File: src/hdl/bbt_ram.sv
module bbt_ram #(
  parameter int WIDTH = 64,
  parameter int DEPTH = 64
) (
  input  logic                     clk,
  input  logic                     we,
  input  logic [$clog2(DEPTH)-1:0] waddr,
  input  logic [WIDTH-1:0]         wdata,
  input  logic [$clog2(DEPTH)-1:0] raddr,
  output logic [WIDTH-1:0]         rdata
);

  logic [WIDTH-1:0] mem [DEPTH];

  always_ff @(posedge clk) begin
    if (we) begin
      mem[waddr] <= wdata;
    end
    rdata <= mem[raddr];
  end

endmodule

File: config.mk
export PLATFORM = sky130hd
export DESIGN_NAME = bbt_ram
export DESIGN_NICKNAME = d
export VERILOG_FILES = /design/src/hdl/bbt_ram.sv
export SDC_FILE = /design/constraint.sdc
export NUM_CORES = 2
export LEC_CHECK = 0
export BUFFER_PORTS_ARGS = -buffer_cell sky130_fd_sc_hd__buf_4
export CAP_MARGIN = 20
export CORE_ASPECT_RATIO = 0.8
export CORE_MARGIN = 2
export CORE_UTILIZATION = 25
export CTS_CLUSTER_DIAMETER = 40
export CTS_CLUSTER_SIZE = 28
export DETAILED_ROUTE_END_ITERATION = 6
export SKIP_LAST_GASP = 1
export SYNTH_ARGS = -nofsm -noshare
export SYNTH_HDL_FRONTEND = slang
export SYNTH_SLANG_ARGS = --single-unit
File: constraint.sdc
create_clock -name clk -period 8.15 [get_ports clk]
set_input_delay 0.4075 -clock clk [delete_from_list [all_inputs] [get_ports clk]]
set_output_delay 0.4075 -clock clk [all_outputs]
set_load 0.01 [all_outputs]
* Yosys cells after proc, flatten, opt, wreduce, memory -nomap -nowiden *
Memory sizes are Yosys's and may differ from the RTL's. A register that Yosys moved wholly into a read port is not among the register bits.
Index checks and enable logic that the tools add are counted.

word-level totals
  output and inout port bits = 64
  flip-flop bits (word level) = 0
  memories kept = 1
  bits in writable memories = 4,096
  word-level logic and storage cells = 3
  input bits = 78

memory list
  name  words  bits a word  rd ports  clocked after memory_dff  write ports  RTL line  source
  mem   64     64           1         1                         1            13        logic [WIDTH-1:0] mem [DEPTH];

cells by class
  mux-type cells = 2

operators with widths
  operator  number
  $mux W1   2

* Longest topological paths before layout *
  depth in word-level cells = 2
  gate-level depth with buffers = 9
  mapped depth without buffers = 5

* Least setup slack after synthesis *
No wires, ideal clock.

  path type = input -> register
  from = input port waddr[3]
  to = memory mem[48][0], enable pin
  library setup time = 564 ps
  setup slack = 2,307 ps
  data arrival time = 5,279 ps
  buffers on the path = 1
  cell stages on the path = 4
  required time = 7,586 ps
  path through = clkbuf_1 -> nor2b_1 -> nand4b_1 -> nor3_1

RTL lines
  element          RTL line  source
  start, declared  7         input logic [$clog2(DEPTH)-1:0] waddr,
  end, declared    13

Straight into the memory's write port.

* Worst setup path after layout *
  from = input port waddr[2]
  to = memory mem[11][39], enable pin

Straight into the memory's write port.

==> metrics.md <==
| Metric | Value |
|---|---|
| Total routed wirelength | `458 mm` |
| Final WS setup | `4.65 ns` |
| Post-Syn Area | `156000 um2` |
| Routed WL per cell | `29.0 um` |
| Initial antenna violation count | `55` |
| Area grow syn2layout | `18.1%` |
| Min Tclk post-route | `3.50 ns` |
| Syn_nets | `6676` |
| VDD IR max | `206 uV` |
| Buf/Inv on CP | `4` |
| Crit path required time | `8.68 ns` |
| CP Capture Type | `flop` |
| Outcome | `finished clean` |
| Largest net degree at the start of global routing | `110` |
| Worst Max-Slew Pin Slew | `1.22 ns` |
| DR iter-0 viols | `10962` |
| Vias in the first global route | `76277` |
| Fin cells | `15810` |
| Global-route wire length before repair | `629 mm` |
| Synthesized instance count | `6598` |
| Max Freq | `0.286 GHz` |
| Clock root buffer | `clkbuf_16` |
| PwrDens | `254 nW/um2` |
| Ys flop type | `edfxtp_1` |
| Crit path cell chain | `dlygate4sd3_1, buf_4, nor2b_1, nand3_1, nor2_4, buf_4, buf_4` |
| Comb pwr share | `4.5%` |
| Yosys top cell area share | `78.7%` |
| Max_slew headroom | `18.7%` |
| Share of cells above drive strength 1 | `30.0%` |
| Sw Ratio | `22.1%` |
| Placer Congestion | `0.754` |
| Die H | `711 um` |
| TritonRoute pass-1 iters | `5` |
| Input/output buffers | `141` |
| Leak pwr | `56.1 nW` |
| Net switching power | `10.4 mW` |
| Setup tns final | `0 ns` |
| Max incr delay on CP | `0.86 ns` |
| Number of instances in the placed design | `14915` |
| Setup violations, final | `0` |
| Hold WC Path Type | `primary input to flop` |
| Part of the cycle the worst path needs | `42.9%` |
| Startpoint Class | `primary input` |
| Max Slew Vio Count | `0` |
| Clock Power Share | `44.8%` |
| Site Rows | `259` |
| Max-cap violations | `0` |
| Crit Path Max Fanout | `36` |
| Crit-path slowest cell | `buf_4` |
| CTS clk-pin slew, worst paths | `0.06 ns` |
| Post-DR vias/cell | `4.88` |
| Tot GR Track Use | `14.0%` |
| Top-count cell post-synth | `edfxtp_1` |
| YS warnings | `0` |
| Crit path DAT | `4.03 ns` |
| Ys async rst share | `0%` |
| Final ANT Viol Nets | `0` |
| H-tree levels | `5` |
| Sequential fraction of the synthesis area | `79.5%` |
| Top-level port count | `142` |
| TritonCTS Sinks | `4160` |
| Most frequent cells after synthesis | `4096 x edfxtp_1, 1024 x mux4_2, 170 x buf_2` |
| Most used cell, CP | `buf_4` |
| Clock buffer depth | `4` |
| Core region area | `623000 um2` |
| Total congestion overflow | `0` |
| Die area | `632000 um2` |
| RSZ-0062 raised after global routing | `no` |
| Yosys reg bits | `4160` |
| TritonCTS buffer count | `436` |
| Cell taking the most area after synthesis | `edfxtp_1` |
| Post-CTS sizing | `0` |
| EDFF count, synth | `4096` |
| Path type of the worst setup path | `primary input to flop` |
| Initial Utilization | `25.1%` |
| Hpwl dp | `245 mm` |
| Synthesized area per cell | `23.7 um2` |
| Clock Skew | `0.0591 ns` |
| Worst skew pair latency | `0.96 ns` |
| Final Hold Viols | `0` |
| P_int | `36.6 mW` |
| Synth cell types | `33` |
| Via Count | `77172` |
| DRC errors left | `0` |
| TritonCTS clock tree | `done` |
| Cells taking the most area after synthesis | `edfxtp_1 79%, mux4_2 15%, mux2i_1 0.86%, dfxtp_1 0.82%, a22oi_1 0.81%` |
| Pre-CTS WS | `3.91 ns` |
| Layout Nets | `7142` |
| Part of the power in registers | `50.7%` |
| Cell family with most CP delay | `buffers and inverters` |
| Die width | `888 um` |
-- per-layer routing --
layer	GRT usage [%]	vias to the layer above	share of wire, %
met4	3.14	12	2.4
met3	3.05	680	10
met2	22.1	4488	46
li1	-	29562	-
met1	19.8	42430	41
met5	0	-	0.015
-- cells in the final DEF (no fill, tap or decap), types with 39 or more instances in the layout --
cell type / n
edfxtp_1: 4096
mux4_2: 1024
clkbuf_16: 441
buf_4: 296
a22oi_1: 168
mux2i_1: 135
a22o_1: 88
o22ai_1: 83
nor2_4: 64
and3_1: 64
dfxtp_1: 64
a211oi_1: 63
dlygate4sd3_1: 60
bufinv_16: 59
clkinv_2: 56
clkinvlp_4: 56
nand2_1: 55
inv_6: 52
nor2_1: 47
nand3_1: 45
clkinv_4: 39
-- final cells by class --
cell class | instances | area (um2)
multi-input cells | 2049 | 30800
clock inverters | 343 | 4170
flip-flops and latches | 4160 | 124000
clock buffers | 473 | 11200
diodes | 16 | 40.0
well taps | 8352 | 10500
repair buffers | 398 | 3670
inverters | 19 | 71.3
fillers | 59313 | 438000
-- worst reg2reg max path, stage by stage (launching register included) --
cell and delay (ns):
edfxtp_1 0.37, mux4_2 0.47, mux2i_1 0.46, o22ai_1 0.34, a41oi_1 0.48, a211oi_1 0.08
-- repair_timing --
action | CTS | global route
endpoints found under the hold margin | 3061 | 0
hold buffers | 60 | 0
endpoints found under the setup margin | 0 | 0
setup buffers | 0 | 0
-- sequential cells by signal, summed over array words and instances, names as in the netlist --
name	count
mem	4096
rdata	64
-- through the flow --
| stage | area [um2] | util (%) | total power, mW | hold slack (ns) |
|---|---|---|---|---|
| 2_1_floorplan | 156000 | - | 25.3 | 0.506 |
| 3_3_place_gp | 168000 | 27.1 | 26.3 | 0.818 |
| 3_5_place_dp | 169000 | 27.1 | 26.4 | 0.828 |
| 4_1_cts | 185000 | 29.6 | 47.3 | 0.000893 |
| 5_1_grt | 185000 | 29.7 | 48.2 | 0.0525 |
| 6_report | 185000 | 29.7 | 46.9 | 0.0482 |
-- power groups by stage --
stage	registers [mW]	logic (mW)	clock network, mW
floorplan	24.2	1.10	0
global placement	24.3	2.05	0
detailed placement	24.3	2.10	0
CTS	23.8	2.14	21.3
global route	23.8	2.24	22.1
finish	23.8	2.11	21.0
-- path summary, 6_finish.rpt --
path / from / end / slack [ns] / depth (start not counted)
worst min register to register: mem[48][0] / rdata[0] / 0.82 / 4
worst max register to register: mem[55][9] / rdata[9] / 5.77 / 5
worst min-delay path: wdata[48] / mem[6][48] / 0.05 / 1
worst max-delay path: waddr[2] / mem[11][39] / 4.65 / 7
-- kinds of logic after synthesis --
logic type / count (synthesis) / share of synthesized area [%]
multiplexers: 1159 / 15.6
buffers and inverters: 389 / 1.18
AO/OA/AOI/OAI: 504 / 2.48
flip-flops: 4160 / 79.5
AND/OR/NAND/NOR: 386 / 1.24
Note: power is estimated with default switching activity, not from simulation.
